### src/sv/swl_pkg.sv
// ----------------------------------------------------------------------------
// swl_pkg
// Shared types, constants and the segment decoder for the stopwatch core.
// ----------------------------------------------------------------------------
package swl_pkg;

  localparam int SEG_W       = 7;
  localparam int MIN_PAIR_W  = 15;
  localparam int SEC_QUAD_W  = 31;

  typedef logic [3:0] dec_digit_t;
  typedef logic [2:0] hex_tens_t;

  localparam dec_digit_t DEC_MAX  = 4'd9;
  localparam hex_tens_t  TENS_MAX = 3'd5;

  typedef logic [SEG_W-1:0] seg_t;

  // Time held as MM:SS:HH digits; always below one hour.
  typedef struct packed {
    hex_tens_t  min_tens;
    dec_digit_t min_ones;
    hex_tens_t  sec_tens;
    dec_digit_t sec_ones;
    dec_digit_t hun_tens;
    dec_digit_t hun_ones;
  } time_t;

  localparam time_t TIME_ZERO = '0;

  // Segment a in bit 0, segment g in bit 6; codes of ten and above are blank.
  function automatic seg_t seg_of(input dec_digit_t digit);
    seg_t pat;
    unique case (digit)
      4'd0:    pat = 7'h3F;
      4'd1:    pat = 7'h06;
      4'd2:    pat = 7'h5B;
      4'd3:    pat = 7'h4F;
      4'd4:    pat = 7'h66;
      4'd5:    pat = 7'h6D;
      4'd6:    pat = 7'h7D;
      4'd7:    pat = 7'h07;
      4'd8:    pat = 7'h7F;
      4'd9:    pat = 7'h6F;
      default: pat = 7'h00;
    endcase
    return pat;
  endfunction

endpackage

### src/sv/swl_channels.sv
// ----------------------------------------------------------------------------
// swl_channels
// Valid/ready channels for stopwatch key samples and display patterns.
// ----------------------------------------------------------------------------
interface swl_in_if;
  logic valid;
  logic ready;
  logic start_key;
  logic stop_key;
  logic lap_key;
  logic clear_key;
  logic show_lap;
  logic tick;

  modport source (output valid, output start_key, output stop_key, output lap_key,
                  output clear_key, output show_lap, output tick, input ready);
  modport sink   (input valid, input start_key, input stop_key, input lap_key,
                  input clear_key, input show_lap, input tick, output ready);
endinterface

interface swl_out_if;
  logic                               valid;
  logic                               ready;
  logic [swl_pkg::MIN_PAIR_W-1:0]     minutes_pair;
  logic [swl_pkg::SEC_QUAD_W-1:0]     seconds_hundredths_quad;

  modport source (output valid, output minutes_pair, output seconds_hundredths_quad,
                  input ready);
  modport sink   (input valid, input minutes_pair, input seconds_hundredths_quad,
                  output ready);
endinterface

### src/sv/stopwatch_lap_seven_segment_core.sv
// ----------------------------------------------------------------------------
// stopwatch_lap_seven_segment_core
// Hundredths-of-a-second stopwatch with lap store and MM:SS:HH segment output.
// ----------------------------------------------------------------------------
// Each input item is one sample of the start, stop, lap and clear keys, the
// display switch and the hundredth-second tick; it yields one item of segment
// patterns for the selected time in the cycle after it is taken. The block takes
// one item per clock as long as the output register is free or being drained,
// and the time is kept as digit counters, so the only path per item is the
// key logic, one digit carry chain and the segment decode into the output
// register. The count wraps to zero at one hour; clear keeps the run state.
module stopwatch_lap_seven_segment_core
  import swl_pkg::*;
(
  input  logic       clk,
  input  logic       rst_n,
  swl_in_if.sink     in_ch,
  swl_out_if.source  out_ch
);

  time_t elapsed_r, elapsed_nxt;
  time_t lap_r, lap_nxt;
  logic  run_r, run_nxt;
  time_t shown;

  logic                  out_valid_r;
  logic [MIN_PAIR_W-1:0] min_pair_r, min_pair_nxt;
  logic [SEC_QUAD_W-1:0] sec_quad_r, sec_quad_nxt;

  logic in_take;

  function automatic time_t time_inc(input time_t t);
    time_t r;
    r = t;
    if (t.hun_ones != DEC_MAX) begin
      r.hun_ones = t.hun_ones + 4'd1;
    end else begin
      r.hun_ones = '0;
      if (t.hun_tens != DEC_MAX) begin
        r.hun_tens = t.hun_tens + 4'd1;
      end else begin
        r.hun_tens = '0;
        if (t.sec_ones != DEC_MAX) begin
          r.sec_ones = t.sec_ones + 4'd1;
        end else begin
          r.sec_ones = '0;
          if (t.sec_tens != TENS_MAX) begin
            r.sec_tens = t.sec_tens + 3'd1;
          end else begin
            r.sec_tens = '0;
            if (t.min_ones != DEC_MAX) begin
              r.min_ones = t.min_ones + 4'd1;
            end else begin
              r.min_ones = '0;
              if (t.min_tens != TENS_MAX) begin
                r.min_tens = t.min_tens + 3'd1;
              end else begin
                r.min_tens = '0;
              end
            end
          end
        end
      end
    end
    return r;
  endfunction

  assign in_ch.ready = !out_valid_r || out_ch.ready;
  assign in_take     = in_ch.valid && in_ch.ready;

  always_comb begin
    run_nxt     = (run_r || in_ch.start_key) && !in_ch.stop_key;
    lap_nxt     = in_ch.lap_key ? elapsed_r : lap_r;
    elapsed_nxt = elapsed_r;
    if (in_ch.clear_key) begin
      lap_nxt     = TIME_ZERO;
      elapsed_nxt = TIME_ZERO;
    end
    if (run_nxt && in_ch.tick) begin
      elapsed_nxt = time_inc(elapsed_nxt);
    end
    shown = in_ch.show_lap ? lap_nxt : elapsed_nxt;

    min_pair_nxt = {seg_of({1'b0, shown.min_tens}), 1'b0, seg_of(shown.min_ones)};
    sec_quad_nxt = {seg_of({1'b0, shown.sec_tens}), 1'b0, seg_of(shown.sec_ones), 1'b0,
                    seg_of(shown.hun_tens), 1'b0, seg_of(shown.hun_ones)};
  end

  always_ff @(posedge clk) begin
    if (!rst_n) begin
      elapsed_r   <= TIME_ZERO;
      lap_r       <= TIME_ZERO;
      run_r       <= 1'b0;
      out_valid_r <= 1'b0;
    end else begin
      if (in_take) begin
        elapsed_r   <= elapsed_nxt;
        lap_r       <= lap_nxt;
        run_r       <= run_nxt;
        out_valid_r <= 1'b1;
      end else if (out_ch.ready) begin
        out_valid_r <= 1'b0;
      end
    end
  end

  always_ff @(posedge clk) begin
    if (in_take) begin
      min_pair_r <= min_pair_nxt;
      sec_quad_r <= sec_quad_nxt;
    end
  end

  assign out_ch.valid                   = out_valid_r;
  assign out_ch.minutes_pair            = min_pair_r;
  assign out_ch.seconds_hundredths_quad = sec_quad_r;

endmodule
### src/flat_wrapper.sv
// flat-port wrapper written by rule: the top's interface ports become plain ports
module stopwatch_lap_seven_segment_core_flat import swl_pkg::*;
  (clk, rst_n, in_ch_valid, in_ch_start_key, in_ch_stop_key, in_ch_lap_key, in_ch_clear_key, in_ch_show_lap, in_ch_tick, in_ch_ready, out_ch_valid, out_ch_minutes_pair, out_ch_seconds_hundredths_quad, out_ch_ready);
  swl_in_if in_ch_i ();
  swl_out_if out_ch_i ();
  input  logic clk;
  input  logic rst_n;
  input wire logic [$bits(in_ch_i.valid)-1:0] in_ch_valid;
  input wire logic [$bits(in_ch_i.start_key)-1:0] in_ch_start_key;
  input wire logic [$bits(in_ch_i.stop_key)-1:0] in_ch_stop_key;
  input wire logic [$bits(in_ch_i.lap_key)-1:0] in_ch_lap_key;
  input wire logic [$bits(in_ch_i.clear_key)-1:0] in_ch_clear_key;
  input wire logic [$bits(in_ch_i.show_lap)-1:0] in_ch_show_lap;
  input wire logic [$bits(in_ch_i.tick)-1:0] in_ch_tick;
  output wire logic [$bits(in_ch_i.ready)-1:0] in_ch_ready;
  output wire logic [$bits(out_ch_i.valid)-1:0] out_ch_valid;
  output wire logic [$bits(out_ch_i.minutes_pair)-1:0] out_ch_minutes_pair;
  output wire logic [$bits(out_ch_i.seconds_hundredths_quad)-1:0] out_ch_seconds_hundredths_quad;
  input wire logic [$bits(out_ch_i.ready)-1:0] out_ch_ready;
  assign in_ch_i.valid = in_ch_valid;
  assign in_ch_i.start_key = in_ch_start_key;
  assign in_ch_i.stop_key = in_ch_stop_key;
  assign in_ch_i.lap_key = in_ch_lap_key;
  assign in_ch_i.clear_key = in_ch_clear_key;
  assign in_ch_i.show_lap = in_ch_show_lap;
  assign in_ch_i.tick = in_ch_tick;
  assign in_ch_ready = in_ch_i.ready;
  assign out_ch_valid = out_ch_i.valid;
  assign out_ch_minutes_pair = out_ch_i.minutes_pair;
  assign out_ch_seconds_hundredths_quad = out_ch_i.seconds_hundredths_quad;
  assign out_ch_i.ready = out_ch_ready;
  stopwatch_lap_seven_segment_core u_core (.clk(clk), .rst_n(rst_n), .in_ch(in_ch_i), .out_ch(out_ch_i));
endmodule
### config.mk
export PLATFORM = sky130hd
export DESIGN_NAME = stopwatch_lap_seven_segment_core_flat
export DESIGN_NICKNAME = d
export VERILOG_FILES = /design/src/sv/swl_pkg.sv /design/src/sv/swl_channels.sv /design/src/sv/stopwatch_lap_seven_segment_core.sv /design/src/flat_wrapper.sv
export SDC_FILE = /design/constraint.sdc
export NUM_CORES = 1
export LEC_CHECK = 0
export ABC_AREA = 1
export BUFFER_PORTS_ARGS = -buffer_cell sky130_fd_sc_hd__buf_2
export CAP_MARGIN = 20
export CELL_PAD_IN_SITES_DETAIL_PLACEMENT = 1
export CELL_PAD_IN_SITES_GLOBAL_PLACEMENT = 2
export CORE_AREA = 5 5 126 128
export CTS_CLUSTER_DIAMETER = 200
export DETAILED_ROUTE_END_ITERATION = 10
export DIE_AREA = 0 0 131 133
export HOLD_SLACK_MARGIN = 0.12
export PLACE_DENSITY = 0.84
export SYNTH_ARGS = -nofsm -noshare
export SYNTH_HDL_FRONTEND = slang
export SYNTH_SLANG_ARGS = --single-unit
### constraint.sdc
create_clock -name clk -period 4.55 [get_ports clk]
set_input_delay 0.2275 -clock clk [delete_from_list [all_inputs] [get_ports clk]]
set_output_delay 0.2275 -clock clk [all_outputs]
set_load 0.01 [all_outputs]
==> run summary, run 1 <==
Max-slew violation count = 0
# setup viols final = 0
TritonCTS clock tree = yes
CTS resizes = 0
Peak Freq = 368.0 MHz
Initial detailed-routing violation count = 215
CP Capture Type = flop
Reg2reg setup slack = 1.99 ns
Ports = 58
First-pass GRT wire length = 23430 µm
Worst Path Required = 4.65 ns
Mapped Area = 5316 µm²
Final clock skew = 0.009910 ns
Worst-skew pair later-pin latency = 0.35 ns
Slowest stage delay, CP = 0.35 ns
Final ANT Viol Nets = 0
WP buf/inv = 4
Post-CTS Setup Repair Bufs = 0
Critical path, cell by cell = buf_2, inv_4, nand3_1, inv_1, nand2_2, nor3_1, nand3b_1, o21ai_1, nand2_1, o21ai_0, inv_1, ha_1, nand2_2, nand2_1
Pwr/cell area = 342.1 nW/µm²
Peak supply drop = 0.1445 mV
Syn Inst Count = 692
Worst Tran Pin Value = 0.6865 ns
CTS clk-pin slew, worst paths = 0.06 ns
Peak fanout along the critical path = 29
Number of synthesized flops with an enable pin = 42
Reg2Reg Depth = 13
Status = complete, no violations
Area Growth Syn to Fin = 13.11%
# port buffers = 53
# hold bufs at CTS = 0
CP Launch Type = input port
Die extent in y = 133 µm
Hold Path Cell Cnt = 4
Drt pass-1 iters = 4
Start point of the worst hold path = out_ch_ready
FFs w/ async S/R, synth = 0%
Routability cong. = 0.8448
Fin area = 6013 µm²
Top post-synthesis cells by area = edfxtp_1, dfxtp_1, nand2_1, ha_1, o21ai_0
DR DRC count = 0
Crit path time final = 2.717 ns
Placed Area = 5708 µm²
Pin count of the biggest net entering global routing = 67
Cts bufs inserted = 9
Setup TNS = 0 ns
Crit path DAT = 2.82 ns
MaxCap Viol Count = 0
CP top delay family = buffers and inverters
H-tree depth = 3
Final Net Count = 777
R2R Path Start = u_core.elapsed_r[6]$_SDFFE_PN0P_
Antenna cells = 0
RSZ-0062 raised after global routing = false
CTS sink cnt = 88
Fillers = 1842
Final core occ = 40.76%
Critical Path Slowest Stage Cell = inv_4
Placed wire-length estimate = 9898 µm
Critical path class = input port to flop
Via count = 4654
GRT Overall Usage = 16.65%
Slew HR = 54.23%
Worst hold slack = 0.1898 ns
Worst min-delay path category = input port to flop
Final Hold Fails = 0
WL/cell = 14.74 µm
Core Area = 14750 µm²
Yosys warnings = 0
Drt via density = 5.026
Top-area cell type share of the netlist area = 23.72%
Mapped Avg Cell Area = 7.683 µm²
Synth area leader = edfxtp_1
Tcrit/Tclk final = 59.72%
Routed wire length = 13650 µm
Clock buffer depth = 2
Hold endpoint = u_core.out_ch.valid$_SDFFE_PN0P_
Horiz. Die Dim = 131 µm
CTS root buffer = clkbuf_16
Pleak = 2.732 nW
# rows = 45
Share of layout cells above drive strength 1 = 15.85%
Seq cells post-synth = 88
Ys flop type = dfxtp_1
Initial Util = 36.04%
Initial antenna violation count = 0
Sequential-to-total area share from yosys stat = 41.04%
FF-to-FF End = u_core.out_ch.seconds_hundredths_quad[27]$_DFFE_PP_
Vias in the first global route = 4861
Yosys cell types = 36
Remaining global-route overflow = 0
Die area = 17420 µm²
==> Yosys cell counts (all sizes together) (6+ instances only) <==
library cell / number
nand3: 44
dfxtp: 46
nor2: 63
nand2: 186
inv: 76
clkbuf: 19
o21ai: 90
buf: 12
edfxtp: 42
a21oi: 56
ha: 34
nand3b: 6
==> metrics by stage <==
step | cells | setup slack, ns | total power [W]
final | 926 | 1.833 | 0.002057
after global routing | 926 | 1.628 | 0.002171
after CTS | 926 | 1.819 | 0.002087
after detailed placement | 910 | 1.463 | 0.001315
after global placement | 910 | 1.627 | 0.001297
after floorplan | 695 | 1.765 | 0.001205
==> cells by family after synthesis <==
group / Yosys count / share of synthesized area (%)
adder cells (fa/ha/maj): 34 / 8.002
flip-flops: 88 / 41.04
AO/OA/AOI/OAI: 152 / 15.04
other: 1 / 0.07054
AND/OR/NAND/NOR: 310 / 27.44
buffers and inverters: 107 / 8.402
==> area by class of cell <==
class	instances	area (µm²)	area share, %
sequential	88	2182	36.29
clock inverter	7	80.08	1.332
tap	188	235.2	3.912
inverter	76	289.0	4.806
clock buffer	9	225.2	3.745
timing repair buffer	58	302.8	5.035
multi-input combinational	500	2699	44.88
==> layer usage <==
layer	track usage (%)	vias to the layer above	wire length (µm)
met1	20.56	2228	6045
met2	28.81	66	6883
met4	6.343	0	270
met3	2.503	19	452
met5	0	-	0
li1	-	2341	-
==> worst reg2reg max path: cells and delay by family (launching register included) <==
kind	cells	cell delay, ns
compound gates	2	0.36
simple gates	7	0.90
buf+inv	3	0.41
fa+ha+maj	1	0.33
flops	1	0.33
==> worst max-delay path by stage <==
stage | startpoint | to | cells after the start
3_5_place_dp | in_ch_clear_key | u_core.out_ch.seconds_hundredths_quad[27]$_DFFE_PP_ | 14
3_3_place_gp | in_ch_clear_key | u_core.out_ch.seconds_hundredths_quad[27]$_DFFE_PP_ | 14
4_1_cts | in_ch_clear_key | u_core.out_ch.seconds_hundredths_quad[27]$_DFFE_PP_ | 14
5_1_grt | in_ch_clear_key | u_core.out_ch.minutes_pair[5]$_DFFE_PP_ | 16
6_report | in_ch_clear_key | u_core.out_ch.seconds_hundredths_quad[27]$_DFFE_PP_ | 14
2_1_floorplan | u_core.out_ch.valid$_SDFFE_PN0P_ | u_core.out_ch.minutes_pair[0]$_DFFE_PP_ | 5
==> placed cells by master, fill, tap and decap left out, types with 3 or more instances in the layout <==
cell and instances:
nand3b_1 6, nand4_1 3, nor3_1 4, ha_1 34, buf_2 53, nand3_2 4, nand3_1 39, conb_1 4
inv_2 5, nand2_2 12, o21ai_0 77, a21oi_1 56, o21ai_1 8, o21ai_2 4, clkbuf_16 9, edfxtp_1 42
dfxtp_1 46, buf_4 5, nor2_4 5, nor2_1 56, inv_1 69, nand2_1 169, nand2_4 5
==> power breakdown <==
part	switching, W	internal, W	total [W]
registers	0.0000261	0.000908	0.000934
clock network	0.000334	0.000432	0.000766
logic	0.000245	0.000112	0.000358
==> state kept, by name, summed over array words and instances, names as in the netlist <==
| signal | cells |
|---|---|
| u_core.elapsed_r | 22 |
| u_core.run_r | 1 |
| u_core.out_ch.minutes_pair | 14 |
| u_core.lap_r | 22 |
| u_core.out_ch.seconds_hundredths_quad | 28 |
| u_core.out_ch.valid | 1 |
Power figures use the tool's default switching activity.
==> inputs of run 2 (changes only) <==
--- a/config.mk
+++ b/config.mk
@@ -10,12 +10,12 @@
 export CAP_MARGIN = 20
 export CELL_PAD_IN_SITES_DETAIL_PLACEMENT = 1
 export CELL_PAD_IN_SITES_GLOBAL_PLACEMENT = 2
-export CORE_AREA = 5 5 126 128
+export CORE_AREA = 5 5 130 132
 export CTS_CLUSTER_DIAMETER = 200
 export DETAILED_ROUTE_END_ITERATION = 10
-export DIE_AREA = 0 0 131 133
+export DIE_AREA = 0 0 135 137
 export HOLD_SLACK_MARGIN = 0.12
-export PLACE_DENSITY = 0.84
+export PLACE_DENSITY = 0.8
 export SYNTH_ARGS = -nofsm -noshare
 export SYNTH_HDL_FRONTEND = slang
 export SYNTH_SLANG_ARGS = --single-unit
==> constraint.sdc (replaced) <==
create_clock -name clk -period 2.75 [get_ports clk]
set_input_delay 0.1375 -clock clk [delete_from_list [all_inputs] [get_ports clk]]
set_output_delay 0.1375 -clock clk [all_outputs]
set_load 0.01 [all_outputs]
==> run 2 against run 1 <==
- clock-buffer cell count unchanged
- core utilization decreased by 1.4 points
- total power increased by 66%
- critical path type is now flop to flop
==> run summary, run 2 (synthesis results as in run 1) <==
Via count = 4633
Most frequent cells in the layout = nand2_1, o21ai_0, inv_1
WL/cell = 14.29 µm
Met3 WL = 402 µm
Cts bufs inserted = 9
PnR Total Power = 0.003424 W
Peak Freq = 401.8 MHz
Worst Path Required = 2.84 ns
Max-slew violation count = 0
Crit path DAT = 2.58 ns
TritonCTS clock tree = yes
GRT Overall Usage = 15.33%
Final core occ = 39.38%
DR top layer = met4
Clock buffer depth = 2
CTS clk-pin slew, worst paths = 0.07 ns
Wire length on met2 = 6956 µm
# rows = 46
Tcrit/Tclk final = 90.50%
Max reg flops = 28
Routed wire length = 13760 µm
Core Area = 15600 µm²
DR DRC count = 0
Routability cong. = 0.8520
Worst-skew pair later-pin latency = 0.35 ns
Final Net Count = 786
Pwr/cell area = 557.5 nW/µm²
Most common cell after layout, fill and taps aside = nand2_1
Worst Tran Pin Value = 0.5037 ns
Antenna cells = 0
Slowest stage delay, CP = 0.34 ns
Critical path class = flop to flop
Initial detailed-routing violation count = 220
Setup ws final = 0.2611 ns
RSZ-0062 raised after global routing = false
Remaining global-route overflow = 0
Reg2reg setup slack = 0.26 ns
WL met1 = 6143 µm
# port buffers = 53
Vias in the first global route = 4706
Initial Util = 34.08%
Slew HR = 66.39%
Pin count of the biggest net entering global routing = 58
Non-filler cells, final = 963
Ports = 58
CP Capture Type = flop
Placed wire-length estimate = 10140 µm
Critical Path Slowest Stage Cell = dfxtp_1
Setup TNS = 0 ns
# setup viols final = 0
Die extent in y = 137 µm
Crit-path most repeated cell = nand2_1
CP Launch Type = flop
Initial antenna violation count = 0
Horiz. Die Dim = 135 µm
Critical path, cell by cell = nor2_1, nor3_4, nand3_1, nor2_1, nand4_1, nand2_1, nand2_1, nand2_1, inv_1, ha_1, nand3b_1
DP Worst Slack = 0.1831 ns
MaxCap Viol Count = 0
Peak fanout along the critical path = 6
Share of layout cells above drive strength 1 = 16.73%
Crit path time final = 2.489 ns
Fillers = 1917
Pleak = 2.775 nW
Final clock skew = 0.005575 ns
First-pass GRT wire length = 22920 µm
Worst min-delay path category = input port to flop
H-tree depth = 3
Final ANT Viol Nets = 0
Area Growth Syn to Fin = 15.53%
Drt via density = 4.811
Status = complete, no violations
Drt pass-1 iters = 4
Peak supply drop = 0.2981 mV
Final Hold Fails = 0
CTS resizes = 0
Post-placement cell count = 946
CTS sink cnt = 88
Die area = 18500 µm²
CTS root buffer = clkbuf_16
[run 2: cell count changes in the layout (fill, tap and decap cells not counted), sizes merged]
cell         delta
clkinvlp        +2
clkinv          -2
dlygate4sd3     +1
buf             +8
[run 2: power by group]
group | switching (W) | internal, W
clock network | 0.000560 | 0.000712
logic | 0.000409 | 0.000200
registers | 0.0000425 | 0.00150
[run 2: layer usage]
| layer | global-route usage (%) | vias to the layer above |
|---|---|---|
| met5 | 0 | - |
| met4 | 6.271 | 0 |
| met3 | 2.059 | 16 |
| met2 | 27.93 | 59 |
| met1 | 18.15 | 2196 |
| li1 | - | 2362 |
[run 2: repair_timing]
item	CTS	global route
hold endpoints to repair	1	0
hold buffers	1	0
buffers inserted	0	0
[run 2: final timing paths]
path	start	to	cells after the start
setup / recovery	u_core.run_r$_SDFFE_PN0P_	u_core.out_ch.minutes_pair[9]$_SDFFCE_PN1P_	11
hold / removal	in_ch_stop_key	u_core.run_r$_SDFFE_PN0P_	4
setup reg to reg	u_core.run_r$_SDFFE_PN0P_	u_core.out_ch.minutes_pair[9]$_SDFFCE_PN1P_	11
hold reg to reg	u_core.run_r$_SDFFE_PN0P_	u_core.run_r$_SDFFE_PN0P_	2
[run 2: through the flow]
stage                     instance area, µm²  hold WS (ns)
after global routing                    6142        0.2380
final                                   6142        0.1925
after detailed placement                5828        0.4619
after floorplan                         5334        0.2758
after global placement                  5828        0.4332
after CTS                               6142        0.1830
[run 2: layout make-up]
cell class | count | area [µm²] | area share [%]
clock buffer | 9 | 225.2 | 3.667
inverter | 76 | 289.0 | 4.706
clock inverter | 7 | 78.83 | 1.283
timing repair buffer | 67 | 397.9 | 6.478
tap | 216 | 270.3 | 4.400
sequential | 88 | 2182 | 35.53
multi-input combinational | 500 | 2699 | 43.94
[run 2: critical path, delay by kind of cell (launching register included)]
family	cells	cell delay (ns)
and+or+nand+nor	9	1.49
buffers and inverters	1	0.11
DFF	1	0.34
adders and majority gates	1	0.28
